### src/hw/rtl/pcrm_pkg.sv
// ----------------------------------------------------------------------------
// PDCCH candidate RB mapper package
// Shared constants, register indexes, divider operation codes and the
// command and status structs between the controller and the datapath.
// ----------------------------------------------------------------------------
package pcrm_pkg;

  // Block limits.
  localparam int MAX_RB       = 320;
  localparam int REGS_PER_CCE = 6;
  localparam int NUM_LEVELS   = 5;
  localparam int MASK_WORDS   = (MAX_RB + 63) / 64;
  localparam int WIDX_W       = 3;

  // Width of the shared divider and of all REG arithmetic.
  localparam int DIV_W   = 12;
  localparam int DIV_CNT_W = 4;

  // Configuration register indexes.
  localparam logic [2:0] CFG_CORESET_RBS      = 3'd0;
  localparam logic [2:0] CFG_CORESET_SYMBOLS  = 3'd1;
  localparam logic [2:0] CFG_BUNDLE_SIZE      = 3'd2;
  localparam logic [2:0] CFG_INTERLEAVER_ROWS = 3'd3;
  localparam logic [2:0] CFG_BUNDLE_SHIFT     = 3'd4;
  localparam logic [2:0] CFG_INTERLEAVED_MODE = 3'd5;

  // Divider operations, in the order the controller issues them.
  localparam logic [2:0] DIV_OFF  = 3'd1;  // candidate offset
  localparam logic [2:0] DIV_BASE = 3'd2;  // offset modulo usable CCE groups
  localparam logic [2:0] DIV_NB   = 3'd3;  // bundle count
  localparam logic [2:0] DIV_COLS = 3'd4;  // interleaver columns
  localparam logic [2:0] DIV_J    = 3'd5;  // first bundle and REG within it
  localparam logic [2:0] DIV_JR   = 3'd6;  // interleaver row and column
  localparam logic [2:0] DIV_F    = 3'd7;  // interleaved bundle number

  typedef struct packed {
    logic       load;
    logic       div_start;
    logic       div_capture;
    logic [2:0] div_sel;
    logic       reg_map;
    logic       reg_set;
    logic       advance;
    logic       out_next;
  } pcrm_cmd_t;

  typedef struct packed {
    logic div_done;
    logic div_busy;
    logic loop_done;
    logic map_ok;
    logic need_f;
    logic last_word;
  } pcrm_stat_t;

endpackage

### src/hw/rtl/pcrm_in_if.sv
// ----------------------------------------------------------------------------
// Candidate input channel
// Valid/ready channel that carries one PDCCH candidate description.
// ----------------------------------------------------------------------------
interface pcrm_in_if;
  logic       valid;
  logic       ready;
  logic [2:0] level_log;
  logic [2:0] candidate_index;
  logic [3:0] candidate_count;

  modport source(output valid, level_log, candidate_index, candidate_count, input ready);
  modport sink(input valid, level_log, candidate_index, candidate_count, output ready);
endinterface

### src/hw/rtl/pcrm_out_if.sv
// ----------------------------------------------------------------------------
// RB mask output channel
// Valid/ready channel that carries one 64-RB occupancy word.
// ----------------------------------------------------------------------------
interface pcrm_out_if;
  logic        valid;
  logic        ready;
  logic [63:0] rb_mask_word;
  logic [2:0]  word_index;
  logic        last_word;

  modport source(output valid, rb_mask_word, word_index, last_word, input ready);
  modport sink(input valid, rb_mask_word, word_index, last_word, output ready);
endinterface

### src/hw/rtl/pcrm_div.sv
// ----------------------------------------------------------------------------
// Iterative divider
// Restoring unsigned divider, one quotient bit per cycle, giving quotient
// and remainder with a one-cycle done pulse.
// ----------------------------------------------------------------------------
module pcrm_div (
  input  logic                       clk,
  input  logic                       rst,
  input  logic                       start,
  input  logic [pcrm_pkg::DIV_W-1:0] num,
  input  logic [pcrm_pkg::DIV_W-1:0] den,
  output logic [pcrm_pkg::DIV_W-1:0] quo,
  output logic [pcrm_pkg::DIV_W-1:0] rem,
  output logic                       busy,
  output logic                       done
);

  logic [pcrm_pkg::DIV_W-1:0]     dvs;
  logic [pcrm_pkg::DIV_CNT_W-1:0] cnt;
  logic [pcrm_pkg::DIV_W:0]       shifted;
  logic [pcrm_pkg::DIV_W:0]       diff;
  logic                           fits;

  // One trial subtraction per cycle.
  assign shifted = {rem, quo[pcrm_pkg::DIV_W-1]};
  assign diff    = shifted - {1'b0, dvs};
  assign fits    = (shifted >= {1'b0, dvs});

  always_ff @(posedge clk) begin
    if (rst) begin
      busy <= 1'b0;
      done <= 1'b0;
      cnt  <= '0;
    end else begin
      done <= 1'b0;
      if (start) begin
        busy <= 1'b1;
        cnt  <= '0;
      end else if (busy) begin
        cnt <= cnt + 1'b1;
        if (cnt == pcrm_pkg::DIV_CNT_W'(pcrm_pkg::DIV_W - 1)) begin
          busy <= 1'b0;
          done <= 1'b1;
        end
      end
    end
  end

  // Quotient and remainder shift registers.
  always_ff @(posedge clk) begin
    if (start) begin
      quo <= num;
      rem <= '0;
      dvs <= den;
    end else if (busy) begin
      quo <= {quo[pcrm_pkg::DIV_W-2:0], fits};
      rem <= fits ? diff[pcrm_pkg::DIV_W-1:0] : shifted[pcrm_pkg::DIV_W-1:0];
    end
  end

endmodule

### src/hw/rtl/pcrm_ctrl.sv
// ----------------------------------------------------------------------------
// RB mapper controller
// State machine that sequences the setup divisions, walks the candidate's
// REG positions one at a time and then streams out the mask words.
// ----------------------------------------------------------------------------
module pcrm_ctrl (
  input  logic                 clk,
  input  logic                 rst,
  input  logic                 in_valid,
  output logic                 in_ready,
  output logic                 out_valid,
  input  logic                 out_ready,
  input  pcrm_pkg::pcrm_stat_t stat,
  output pcrm_pkg::pcrm_cmd_t  cmd
);

  localparam logic [2:0] S_IDLE   = 3'd0;
  localparam logic [2:0] S_LAUNCH = 3'd1;
  localparam logic [2:0] S_WAIT   = 3'd2;
  localparam logic [2:0] S_CHECK  = 3'd3;
  localparam logic [2:0] S_MAP    = 3'd4;
  localparam logic [2:0] S_SET    = 3'd5;
  localparam logic [2:0] S_OUT    = 3'd6;

  logic [2:0] state;
  logic [2:0] state_next;
  logic [2:0] step;
  logic [2:0] step_next;

  assign in_ready  = (state == S_IDLE);
  assign out_valid = (state == S_OUT);

  // Next state and datapath commands.
  always_comb begin
    state_next      = state;
    step_next       = step;
    cmd             = '0;
    cmd.div_sel     = step;
    unique case (state)
      S_IDLE: begin
        if (in_valid) begin
          cmd.load   = 1'b1;
          step_next  = pcrm_pkg::DIV_OFF;
          state_next = S_LAUNCH;
        end
      end
      S_LAUNCH: begin
        cmd.div_start = 1'b1;
        state_next    = S_WAIT;
      end
      S_WAIT: begin
        if (stat.div_done) begin
          cmd.div_capture = 1'b1;
          if (step == pcrm_pkg::DIV_F) begin
            state_next = S_MAP;
          end else if (step == pcrm_pkg::DIV_JR) begin
            state_next = S_CHECK;
          end else begin
            step_next  = step + 1'b1;
            state_next = S_LAUNCH;
          end
        end
      end
      S_CHECK: begin
        if (stat.loop_done) begin
          state_next = S_OUT;
        end else if (!stat.map_ok) begin
          cmd.advance = 1'b1;
        end else if (stat.need_f) begin
          step_next  = pcrm_pkg::DIV_F;
          state_next = S_LAUNCH;
        end else begin
          state_next = S_MAP;
        end
      end
      S_MAP: begin
        cmd.reg_map = 1'b1;
        state_next  = S_SET;
      end
      S_SET: begin
        cmd.reg_set = 1'b1;
        cmd.advance = 1'b1;
        state_next  = S_CHECK;
      end
      S_OUT: begin
        if (out_ready) begin
          cmd.out_next = 1'b1;
          if (stat.last_word) begin
            state_next = S_IDLE;
          end
        end
      end
      default: begin
        state_next = S_IDLE;
      end
    endcase
  end

  always_ff @(posedge clk) begin
    if (rst) begin
      state <= S_IDLE;
      step  <= pcrm_pkg::DIV_OFF;
    end else begin
      state <= state_next;
      step  <= step_next;
    end
  end

endmodule

### src/hw/rtl/pcrm_dp.sv
// ----------------------------------------------------------------------------
// RB mapper datapath
// Configuration registers, candidate geometry, the REG walk counters, the
// bundle map and the RB occupancy words, with the shared divider.
// ----------------------------------------------------------------------------
module pcrm_dp (
  input  logic                 clk,
  input  logic                 rst,
  input  logic                 cfg_we,
  input  logic [2:0]           cfg_index,
  input  logic [8:0]           cfg_data,
  input  logic [2:0]           level_log,
  input  logic [2:0]           candidate_index,
  input  logic [3:0]           candidate_count,
  input  pcrm_pkg::pcrm_cmd_t  cmd,
  output pcrm_pkg::pcrm_stat_t stat,
  output logic [63:0]          rb_mask_word,
  output logic [2:0]           word_index,
  output logic                 last_word
);

  localparam int W = pcrm_pkg::DIV_W;

  // Configuration registers.
  logic [8:0] coreset_rbs;
  logic [1:0] coreset_symbols;
  logic [2:0] bundle_size;
  logic [2:0] interleaver_rows;
  logic [8:0] bundle_shift;
  logic       interleaved_mode;

  // Per-candidate state.
  logic [2:0]   lvl;
  logic [2:0]   cand;
  logic [3:0]   cnt;
  logic [7:0]   ncce;
  logic [W-1:0] off;
  logic [W-1:0] pos;
  logic [W-1:0] pos_end;
  logic [W-1:0] nb;
  logic [W-1:0] cols;
  logic [W-1:0] j;
  logic [2:0]   pm;
  logic [W-1:0] jq;
  logic [2:0]   jr;
  logic [W-1:0] f;
  logic         f_valid;
  logic [W-1:0] reg_q;
  logic         reg_ok;
  logic [63:0]  occ [pcrm_pkg::MASK_WORDS];
  logic [pcrm_pkg::WIDX_W-1:0] widx;

  logic [10:0]  nreg;
  logic [22:0]  ncce_prod;
  logic [4:0]   al;
  logic [7:0]   nfloor_raw;
  logic [7:0]   nfloor;
  logic [W-1:0] div_num;
  logic [W-1:0] div_den;
  logic [W-1:0] div_quo;
  logic [W-1:0] div_rem;
  logic [W-1:0] base_cce;
  logic [W-1:0] base6;
  logic [W-1:0] f_sel;
  logic [W-1:0] reg_calc;
  logic [20:0]  third;
  logic [10:0]  rb;
  logic [8:0]   rbs_c;
  logic [9:0]   words_raw;
  logic [2:0]   words;
  logic [2:0]   pm_inc;
  logic [2:0]   jr_inc;

  assign nreg       = 11'(coreset_rbs) * 11'(coreset_symbols);
  // CCE count is nreg / 6 by reciprocal multiplication, exact below 8192.
  assign ncce_prod  = 23'(nreg) * 23'(2731);
  assign al         = 5'(1) << lvl;
  assign nfloor_raw = ncce >> lvl;
  assign nfloor     = (nfloor_raw == 8'd0) ? 8'd1 : nfloor_raw;

  // Divider operand selection.
  always_comb begin
    unique case (cmd.div_sel)
      pcrm_pkg::DIV_OFF: begin
        div_num = W'(cand) * W'(ncce);
        div_den = W'({4'd0, cnt} << lvl);
      end
      pcrm_pkg::DIV_BASE: begin
        div_num = off;
        div_den = W'(nfloor);
      end
      pcrm_pkg::DIV_NB: begin
        div_num = W'(nreg);
        div_den = W'(bundle_size);
      end
      pcrm_pkg::DIV_COLS: begin
        div_num = W'(nreg);
        div_den = W'(interleaver_rows) * W'(bundle_size);
      end
      pcrm_pkg::DIV_J: begin
        div_num = pos;
        div_den = W'(bundle_size);
      end
      pcrm_pkg::DIV_JR: begin
        div_num = j;
        div_den = W'(interleaver_rows);
      end
      pcrm_pkg::DIV_F: begin
        div_num = W'(jr * cols) + jq + W'(bundle_shift);
        div_den = nb;
      end
      default: begin
        div_num = '0;
        div_den = '0;
      end
    endcase
  end

  pcrm_div u_div (
    .clk  (clk),
    .rst  (rst),
    .start(cmd.div_start),
    .num  (div_num),
    .den  (div_den),
    .quo  (div_quo),
    .rem  (div_rem),
    .busy (stat.div_busy),
    .done (stat.div_done)
  );

  // Configuration writes.
  always_ff @(posedge clk) begin
    if (rst) begin
      coreset_rbs      <= 9'd48;
      coreset_symbols  <= 2'd1;
      bundle_size      <= 3'd6;
      interleaver_rows <= 3'd2;
      bundle_shift     <= 9'd0;
      interleaved_mode <= 1'b0;
    end else if (cfg_we) begin
      unique case (cfg_index)
        pcrm_pkg::CFG_CORESET_RBS:      coreset_rbs      <= cfg_data;
        pcrm_pkg::CFG_CORESET_SYMBOLS:  coreset_symbols  <= cfg_data[1:0];
        pcrm_pkg::CFG_BUNDLE_SIZE:      bundle_size      <= cfg_data[2:0];
        pcrm_pkg::CFG_INTERLEAVER_ROWS: interleaver_rows <= cfg_data[2:0];
        pcrm_pkg::CFG_BUNDLE_SHIFT:     bundle_shift     <= cfg_data;
        pcrm_pkg::CFG_INTERLEAVED_MODE: interleaved_mode <= cfg_data[0];
        default: begin
        end
      endcase
    end
  end

  // First REG position: six times the first CCE, which is AL times the
  // offset modulo the usable CCE groups.
  assign base_cce = W'(div_rem[7:0]) << lvl;
  assign base6    = W'({base_cce, 2'b00}) + W'({base_cce, 1'b0});

  // REG number from bundle number, then RB from REG (time-first numbering).
  assign f_sel    = interleaved_mode ? f : j;
  assign reg_calc = W'(bundle_size * f_sel) + W'(pm);
  assign third    = 21'(reg_q[10:0]) * 21'(683);
  always_comb begin
    unique case (coreset_symbols)
      2'd2:    rb = reg_q[11:1];
      2'd3:    rb = third[20:10] >> 1;
      default: rb = reg_q[10:0];
    endcase
  end

  assign pm_inc = pm + 1'b1;
  assign jr_inc = jr + 1'b1;

  // Status toward the controller.
  assign stat.loop_done = (pos == pos_end) || (bundle_size == 3'd0) ||
                          (coreset_symbols == 2'd0);
  assign stat.map_ok    = (nb != '0) &&
                          (interleaved_mode ? ((interleaver_rows != 3'd0) && (jq < cols))
                                            : (j < nb));
  assign stat.need_f    = interleaved_mode && !f_valid;

  // Candidate geometry and the REG walk.
  always_ff @(posedge clk) begin
    if (cmd.load) begin
      lvl     <= (level_log >= 3'(pcrm_pkg::NUM_LEVELS)) ?
                 3'(pcrm_pkg::NUM_LEVELS - 1) : level_log;
      cand    <= candidate_index;
      cnt     <= (candidate_count == 4'd0) ? 4'd1 : candidate_count;
      ncce    <= ncce_prod[21:14];
      f_valid <= 1'b0;
    end
    if (cmd.div_capture) begin
      unique case (cmd.div_sel)
        pcrm_pkg::DIV_OFF:  off  <= div_quo;
        pcrm_pkg::DIV_BASE: begin
          pos     <= base6;
          pos_end <= base6 + W'({al, 2'b00}) + W'({al, 1'b0});
        end
        pcrm_pkg::DIV_NB:   nb   <= div_quo;
        pcrm_pkg::DIV_COLS: cols <= div_quo;
        pcrm_pkg::DIV_J: begin
          j  <= div_quo;
          pm <= div_rem[2:0];
        end
        pcrm_pkg::DIV_JR: begin
          jq <= div_quo;
          jr <= div_rem[2:0];
        end
        pcrm_pkg::DIV_F: begin
          f       <= div_rem;
          f_valid <= 1'b1;
        end
        default: begin
        end
      endcase
    end
    if (cmd.reg_map) begin
      reg_q  <= reg_calc;
      reg_ok <= (reg_calc < W'(nreg));
    end
    // Step to the next REG position; a new bundle needs a new map entry.
    if (cmd.advance) begin
      pos <= pos + 1'b1;
      if (pm_inc == bundle_size) begin
        pm      <= 3'd0;
        j       <= j + 1'b1;
        f_valid <= 1'b0;
        if (jr_inc == interleaver_rows) begin
          jr <= 3'd0;
          jq <= jq + 1'b1;
        end else begin
          jr <= jr_inc;
        end
      end else begin
        pm <= pm_inc;
      end
    end
  end

  // Occupancy words and the output word counter.
  always_ff @(posedge clk) begin
    if (rst) begin
      widx <= '0;
    end else if (cmd.load) begin
      widx <= '0;
    end else if (cmd.out_next) begin
      widx <= widx + 1'b1;
    end
  end

  always_ff @(posedge clk) begin
    if (cmd.load) begin
      for (int i = 0; i < pcrm_pkg::MASK_WORDS; i++) begin
        occ[i] <= '0;
      end
    end else if (cmd.reg_set && reg_ok && (rb < 11'(pcrm_pkg::MAX_RB))) begin
      occ[rb[8:6]][rb[5:0]] <= 1'b1;
    end
  end

  // Word count from the CORESET width, at least one word.
  assign rbs_c     = (coreset_rbs > 9'(pcrm_pkg::MAX_RB)) ? 9'(pcrm_pkg::MAX_RB) : coreset_rbs;
  assign words_raw = ({1'b0, rbs_c} + 10'd63) >> 6;
  assign words     = (words_raw == 10'd0) ? 3'd1 : words_raw[2:0];

  assign rb_mask_word   = occ[widx];
  assign word_index     = widx;
  assign last_word      = (widx == words - 1'b1);
  assign stat.last_word = last_word;

endmodule

### src/hw/rtl/pdcch_candidate_rb_mapper.sv
// ----------------------------------------------------------------------------
// PDCCH candidate RB mapper
// Maps a common-search-space PDCCH candidate to its CORESET resource blocks
// and reports them as 64-RB occupancy words.
// ----------------------------------------------------------------------------
// One candidate is processed at a time. After the input transfer, six
// setup divisions run on a shared 12-bit bit-serial divider, then each
// of the candidate's 6*AL REG positions passes through the check, map and
// set states, or only the check state when it lies outside the bundle map;
// in interleaved mode every new REG bundle inside the map adds one more
// division. The result is 1 to 5 mask words, one transfer per cycle while
// the receiver is ready. The user must write configuration only while the
// block is idle; the block itself does not enforce this.
module pdcch_candidate_rb_mapper (
  input  logic             clk,
  input  logic             rst,
  input  logic             cfg_we,
  input  logic [2:0]       cfg_index,
  input  logic [8:0]       cfg_data,
  pcrm_in_if.sink          in_ch,
  pcrm_out_if.source       out_ch
);

  pcrm_pkg::pcrm_cmd_t  cmd;
  pcrm_pkg::pcrm_stat_t stat;

  pcrm_ctrl u_ctrl (
    .clk      (clk),
    .rst      (rst),
    .in_valid (in_ch.valid),
    .in_ready (in_ch.ready),
    .out_valid(out_ch.valid),
    .out_ready(out_ch.ready),
    .stat     (stat),
    .cmd      (cmd)
  );

  pcrm_dp u_dp (
    .clk            (clk),
    .rst            (rst),
    .cfg_we         (cfg_we),
    .cfg_index      (cfg_index),
    .cfg_data       (cfg_data),
    .level_log      (in_ch.level_log),
    .candidate_index(in_ch.candidate_index),
    .candidate_count(in_ch.candidate_count),
    .cmd            (cmd),
    .stat           (stat),
    .rb_mask_word   (out_ch.rb_mask_word),
    .word_index     (out_ch.word_index),
    .last_word      (out_ch.last_word)
  );

`ifndef SYNTHESIS
  // Input is never taken while results are being delivered.
  a_no_overlap: assert property (@(posedge clk) disable iff (rst)
    !(in_ch.ready && out_ch.valid)) else $error("input ready during output");

  // A new candidate starts work at once.
  a_busy_after_in: assert property (@(posedge clk) disable iff (rst)
    (in_ch.valid && in_ch.ready) |=> !in_ch.ready) else $error("ready after input");

  // Words of one candidate follow without a gap until the last one.
  a_words_run: assert property (@(posedge clk) disable iff (rst)
    (out_ch.valid && out_ch.ready && !out_ch.last_word) |=> out_ch.valid)
    else $error("output word run broken");

  // The divider is never restarted while it works.
  a_div_start: assert property (@(posedge clk) disable iff (rst)
    cmd.div_start |-> !stat.div_busy) else $error("divider restarted while busy");
`endif

endmodule

### src/flat_wrapper.sv
// flat-port wrapper written by rule: the top's interface ports become plain ports
module pdcch_candidate_rb_mapper_flat 
  (clk, rst, cfg_we, cfg_index, cfg_data, in_ch_valid, in_ch_level_log, in_ch_candidate_index, in_ch_candidate_count, in_ch_ready, out_ch_valid, out_ch_rb_mask_word, out_ch_word_index, out_ch_last_word, out_ch_ready);
  pcrm_in_if in_ch_i ();
  pcrm_out_if out_ch_i ();
  input  logic clk;
  input  logic rst;
  input  logic cfg_we;
  input  logic [2:0] cfg_index;
  input  logic [8:0] cfg_data;
  input wire logic [$bits(in_ch_i.valid)-1:0] in_ch_valid;
  input wire logic [$bits(in_ch_i.level_log)-1:0] in_ch_level_log;
  input wire logic [$bits(in_ch_i.candidate_index)-1:0] in_ch_candidate_index;
  input wire logic [$bits(in_ch_i.candidate_count)-1:0] in_ch_candidate_count;
  output wire logic [$bits(in_ch_i.ready)-1:0] in_ch_ready;
  output wire logic [$bits(out_ch_i.valid)-1:0] out_ch_valid;
  output wire logic [$bits(out_ch_i.rb_mask_word)-1:0] out_ch_rb_mask_word;
  output wire logic [$bits(out_ch_i.word_index)-1:0] out_ch_word_index;
  output wire logic [$bits(out_ch_i.last_word)-1:0] out_ch_last_word;
  input wire logic [$bits(out_ch_i.ready)-1:0] out_ch_ready;
  assign in_ch_i.valid = in_ch_valid;
  assign in_ch_i.level_log = in_ch_level_log;
  assign in_ch_i.candidate_index = in_ch_candidate_index;
  assign in_ch_i.candidate_count = in_ch_candidate_count;
  assign in_ch_ready = in_ch_i.ready;
  assign out_ch_valid = out_ch_i.valid;
  assign out_ch_rb_mask_word = out_ch_i.rb_mask_word;
  assign out_ch_word_index = out_ch_i.word_index;
  assign out_ch_last_word = out_ch_i.last_word;
  assign out_ch_i.ready = out_ch_ready;
  pdcch_candidate_rb_mapper u_core (.clk(clk), .rst(rst), .cfg_we(cfg_we), .cfg_index(cfg_index), .cfg_data(cfg_data), .in_ch(in_ch_i), .out_ch(out_ch_i));
endmodule
### config.mk
export PLATFORM = sky130hd
export DESIGN_NAME = pdcch_candidate_rb_mapper_flat
export DESIGN_NICKNAME = d
export VERILOG_FILES = /design/src/hw/rtl/pcrm_pkg.sv /design/src/hw/rtl/pcrm_in_if.sv /design/src/hw/rtl/pcrm_out_if.sv /design/src/hw/rtl/pcrm_div.sv /design/src/hw/rtl/pcrm_ctrl.sv /design/src/hw/rtl/pcrm_dp.sv /design/src/hw/rtl/pdcch_candidate_rb_mapper.sv /design/src/flat_wrapper.sv
export SDC_FILE = /design/constraint.sdc
export NUM_CORES = 2
export LEC_CHECK = 0
export BUFFER_PORTS_ARGS = -buffer_cell sky130_fd_sc_hd__buf_2
export CAP_MARGIN = 20
export CORE_MARGIN = 2
export CORE_UTILIZATION = 35
export DETAILED_ROUTE_END_ITERATION = 10
export PLACE_DENSITY = 0.58
export SLEW_MARGIN = 25
export SYNTH_ARGS = -nofsm -noshare
export SYNTH_HDL_FRONTEND = slang
export SYNTH_SLANG_ARGS = --single-unit
### constraint.sdc
create_clock -name clk -period 6.36 [get_ports clk]
set_input_delay 0.636 -clock clk [delete_from_list [all_inputs] [get_ports clk]]
set_output_delay 0.636 -clock clk [all_outputs]
set_load 0.03 [all_outputs]
==> impl_results.md <==
* DRT Pass-1 Iters at 6
* CTS tree: done
* Final Core Density at 40.0%
* Worst slew margin at 29.5%
* Area of the core at 109000 sq um
* Die height at 336 um
* Total track usage at 18.6%
* Multi-input logic area at 20600 sq um
* #FFs+latches synth at 726
* Period utilization at 96.9%
* H-tree depth at 3
* Final min period at 6160 ps
* Cells on worst reg2reg path at 26
* Vias/cell at 5.23
* Slowest CP cell: fa_1
* GRT overflow at 0
* Post-synthesis adder-cell area fraction at 14.4%
* Antenna-violating nets left at 0
* Avg WL per Cell at 19.9 um
* Fin. max-slew vios at 0
* WS Path Type: register to register
* Worst Hold Class: input port to register
* Worst slack, placed at -3.06 ps
* Share of layout cells above drive strength 1 at 17.3%
* Reg area at 15800 sq um
* Area fraction in compound gates after synthesis at 13.4%
* HPWL Detailed at 77500 um
* Starting density of the core at 35.4%
* Top area cells in the synthesized netlist: dfxtp_1 31%, edfxtp_1 10%, ha_1 8.7%
* Post-synthesis mux area share at 11.2%
* CTS Buf Count at 81
* Ys flop type: dfxtp_1
* Final WL at 106000 um
* Launch point of the worst path: u_core.u_dp.coreset_symbols[0]
* I/O pin total at 97
* # hold bufs at CTS at 0
* Largest net degree at the start of global routing at 93
* Fillers at 10587
* DRC at 0
* DR iter-0 viols at 2211
* Worst Max-Slew Pin Slew at 1030 ps
* CTS root buf: clkbuf_16
* Vias at 27781
* Synth unique cells at 77
* CP Max Fanout at 8
* Post-Syn Area at 38600 sq um
* Setup Skew at 45.4 ps
* Peak VDD IR at 0.199 mV
* CP startpoint kind: register
* Max Fclk at 0.162 GHz
* Die Width at 336 um
* Num Clock Sinks at 726
* Most common cell in the netlist: dfxtp_1
* Lkg Pwr at 18.0 nW
* Final worst-path setup slack at 196 ps
* List of most frequent post-synthesis cells: 597 x dfxtp_1, 463 x nand2_1, 349 x clkbuf_1
* Yosys top cell area share at 31.0%
* CP Capture Point: u_core.u_dp.ncce[4]
* CTS max path bufs at 3
* Final net count at 4171
* Critical path arrival at 6580 ps
* Post-synth top area cell: dfxtp_1
* Seq/Total Area, Yosys at 41.0%
* Status: finished clean
* YS warnings at 0
* Cell mode on critical path: fa_1
* Worst reg2reg path startpoint: u_core.u_dp.coreset_symbols[0]
* # setup viols final at 0
* Reg-to-reg endpoint: u_core.u_dp.ncce[4]
* Reg2reg setup slack at 200 ps
* Synth Instances at 3831
* Post-Synth XOR/XNOR Area at 2.59%
* Overall die area at 113000 sq um
* Main combinational cell family by area after synthesis: adder cells
* Worst Path Required at 6770 ps
* CP endpoint kind: register
* Pwr dens at 275 nW/um^2
* IO buf count at 96
* Delay of the slowest critical-path stage at 510 ps
* Syn avg cell area at 10.1 sq um
* Number of flops mapped to enable cells by yosys at 129
* Skew-Pair Late Insertion Delay at 670 ps
* Final hold violations at 0
* Total of max-cap violations at 0
* Syn nets at 4236
* Row cnt at 121
* RePlAce Congestion at 0.885
* Async S/R FF share, synth at 0%
* Area grow syn2layout at 13.0%
* Initial antenna violation count at 13
* Vias in the first global route at 27023
* Post-synthesis simple-gate area fraction at 11.1%
* First-pass GRT wire length at 163000 um
* Clk slew on worst S/H paths at 60 ps
[power by group]
group,total (mW),switching (mW),internal (mW)
registers,5.09,0.215,4.87
clock network,4.87,2.01,2.86
logic,2.06,1.24,0.815
total,12.0,3.47,8.55
[how the worst min path moves through the flow]
stage,slack [ps],to,depth (start not counted),start
2_1_floorplan,400,u_core.u_dp.occ[6][0],1,u_core.u_dp.occ[6][0]
3_3_place_gp,330,u_core.u_dp.occ[6][55],0,u_core.u_dp.occ[6][55]
3_5_place_dp,340,u_core.u_dp.occ[6][12],0,u_core.u_dp.occ[6][12]
4_1_cts,110,u_core.u_dp.cand[0],1,in_ch_candidate_index[0]
5_1_grt,120,u_core.u_dp.cand[0],1,in_ch_candidate_index[0]
6_report,150,u_core.u_dp.cand[0],1,in_ch_candidate_index[0]
[kinds of logic (layout without fill, tap and decap cells)]
kind of cell / Yosys count / count (layout)
other: 0 / 8
xor gates and xnor gates: 114 / 114
buffers and inverters: 639 / 638
AOI/OAI and AO/OA: 783 / 783
and+or+nand+nor: 932 / 932
adders and majority gates: 378 / 378
muxes: 259 / 259
DFF: 726 / 726
[layout by cell type, fill, tap and decap left out, types with 51 or more instances in the layout]
cell | synthesis | layout
clkbuf_16 | 0 | 86
dfxtp_1 | 597 | 591
a22o_1 | 90 | 90
nand2_1 | 463 | 462
and2_1 | 62 | 62
mux4_2 | 128 | 128
o21ai_0 | 289 | 287
inv_1 | 254 | 254
mux2_2 | 97 | 97
xnor2_1 | 62 | 62
nor2_1 | 130 | 127
edfxtp_1 | 129 | 129
nor3_1 | 58 | 53
a21o_1 | 51 | 51
buf_2 | 18 | 96
ha_1 | 268 | 264
fa_1 | 110 | 109
a21oi_1 | 122 | 117
buf_4 | 0 | 137
[sequential cells by signal, summed over array words and instances (netlist names), 4 cells and up, named ones only]
register,count
u_core.u_dp.occ,512
u_core.u_dp.cols,12
u_core.u_dp.f,12
u_core.u_dp.j,12
u_core.u_dp.jq,12
u_core.u_dp.nb,12
u_core.u_dp.off,12
u_core.u_dp.pos,12
u_core.u_dp.reg_q,12
u_core.u_dp.u_div.dvs,12
u_core.u_dp.u_div.quo,12
u_core.u_dp.u_div.rem,12
u_core.u_dp.pos_end,11
u_core.u_dp.bundle_shift,9
u_core.u_dp.coreset_rbs,9
u_core.u_dp.ncce,8
u_core.u_dp.cnt,4
u_core.u_dp.u_div.cnt,4
[stage by stage]
stage / hold WS [ps] / total power, mW / setup TNS, ps / cell area, sq um / std cells
after floorplan: 400 / 6.59 / 0 / 38700 / 3831
after global placement: 334 / 7.18 / 0 / 40600 / 5152
after detailed placement: 336 / 7.21 / -3.06 / 40600 / 5152
after CTS: 112 / 12.1 / 0 / 43400 / 5299
after global routing: 122 / 12.6 / -60.5 / 43600 / 5306
final: 150 / 12.0 / 0 / 43600 / 5314
[cell type report]
| class | instances | area share (%) |
|---|---|---|
| repair buffers | 237 | 3.66 |
| diodes | 8 | 0.0459 |
| clock buffers | 114 | 5.56 |
| inverters | 254 | 2.19 |
| well taps | 1476 | 4.23 |
| flip-flops and latches | 726 | 36.3 |
| clock inverters | 33 | 0.872 |
| multi-input cells | 2466 | 47.1 |
[timing repair]
item                                    4_1_cts  5_1_grt
pin swaps                                     0        9
endpoints found under the hold margin         0        0
gates resized for setup                       1       24
setup buffers                                 0        6
endpoints found under the setup margin        1       49
[worst max-delay path, delay by kind of cell, from the launching register on]
family / cells / cell delay [ps]
adders and majority gates: 7 / 2800
buffers and inverters: 5 / 490
DFF: 1 / 360
and+or+nand+nor: 4 / 290
AOI/OAI and AO/OA: 10 / 2010
[metal layers]
metal	track usage [%]	routed length [um]	up-vias
met5	0	27	-
met4	5.41	2860	4
met3	3.63	7120	161
met2	28.0	46000	842
met1	26.9	49800	13509
li1	-	-	13265
(Power assumes the default switching activity.)
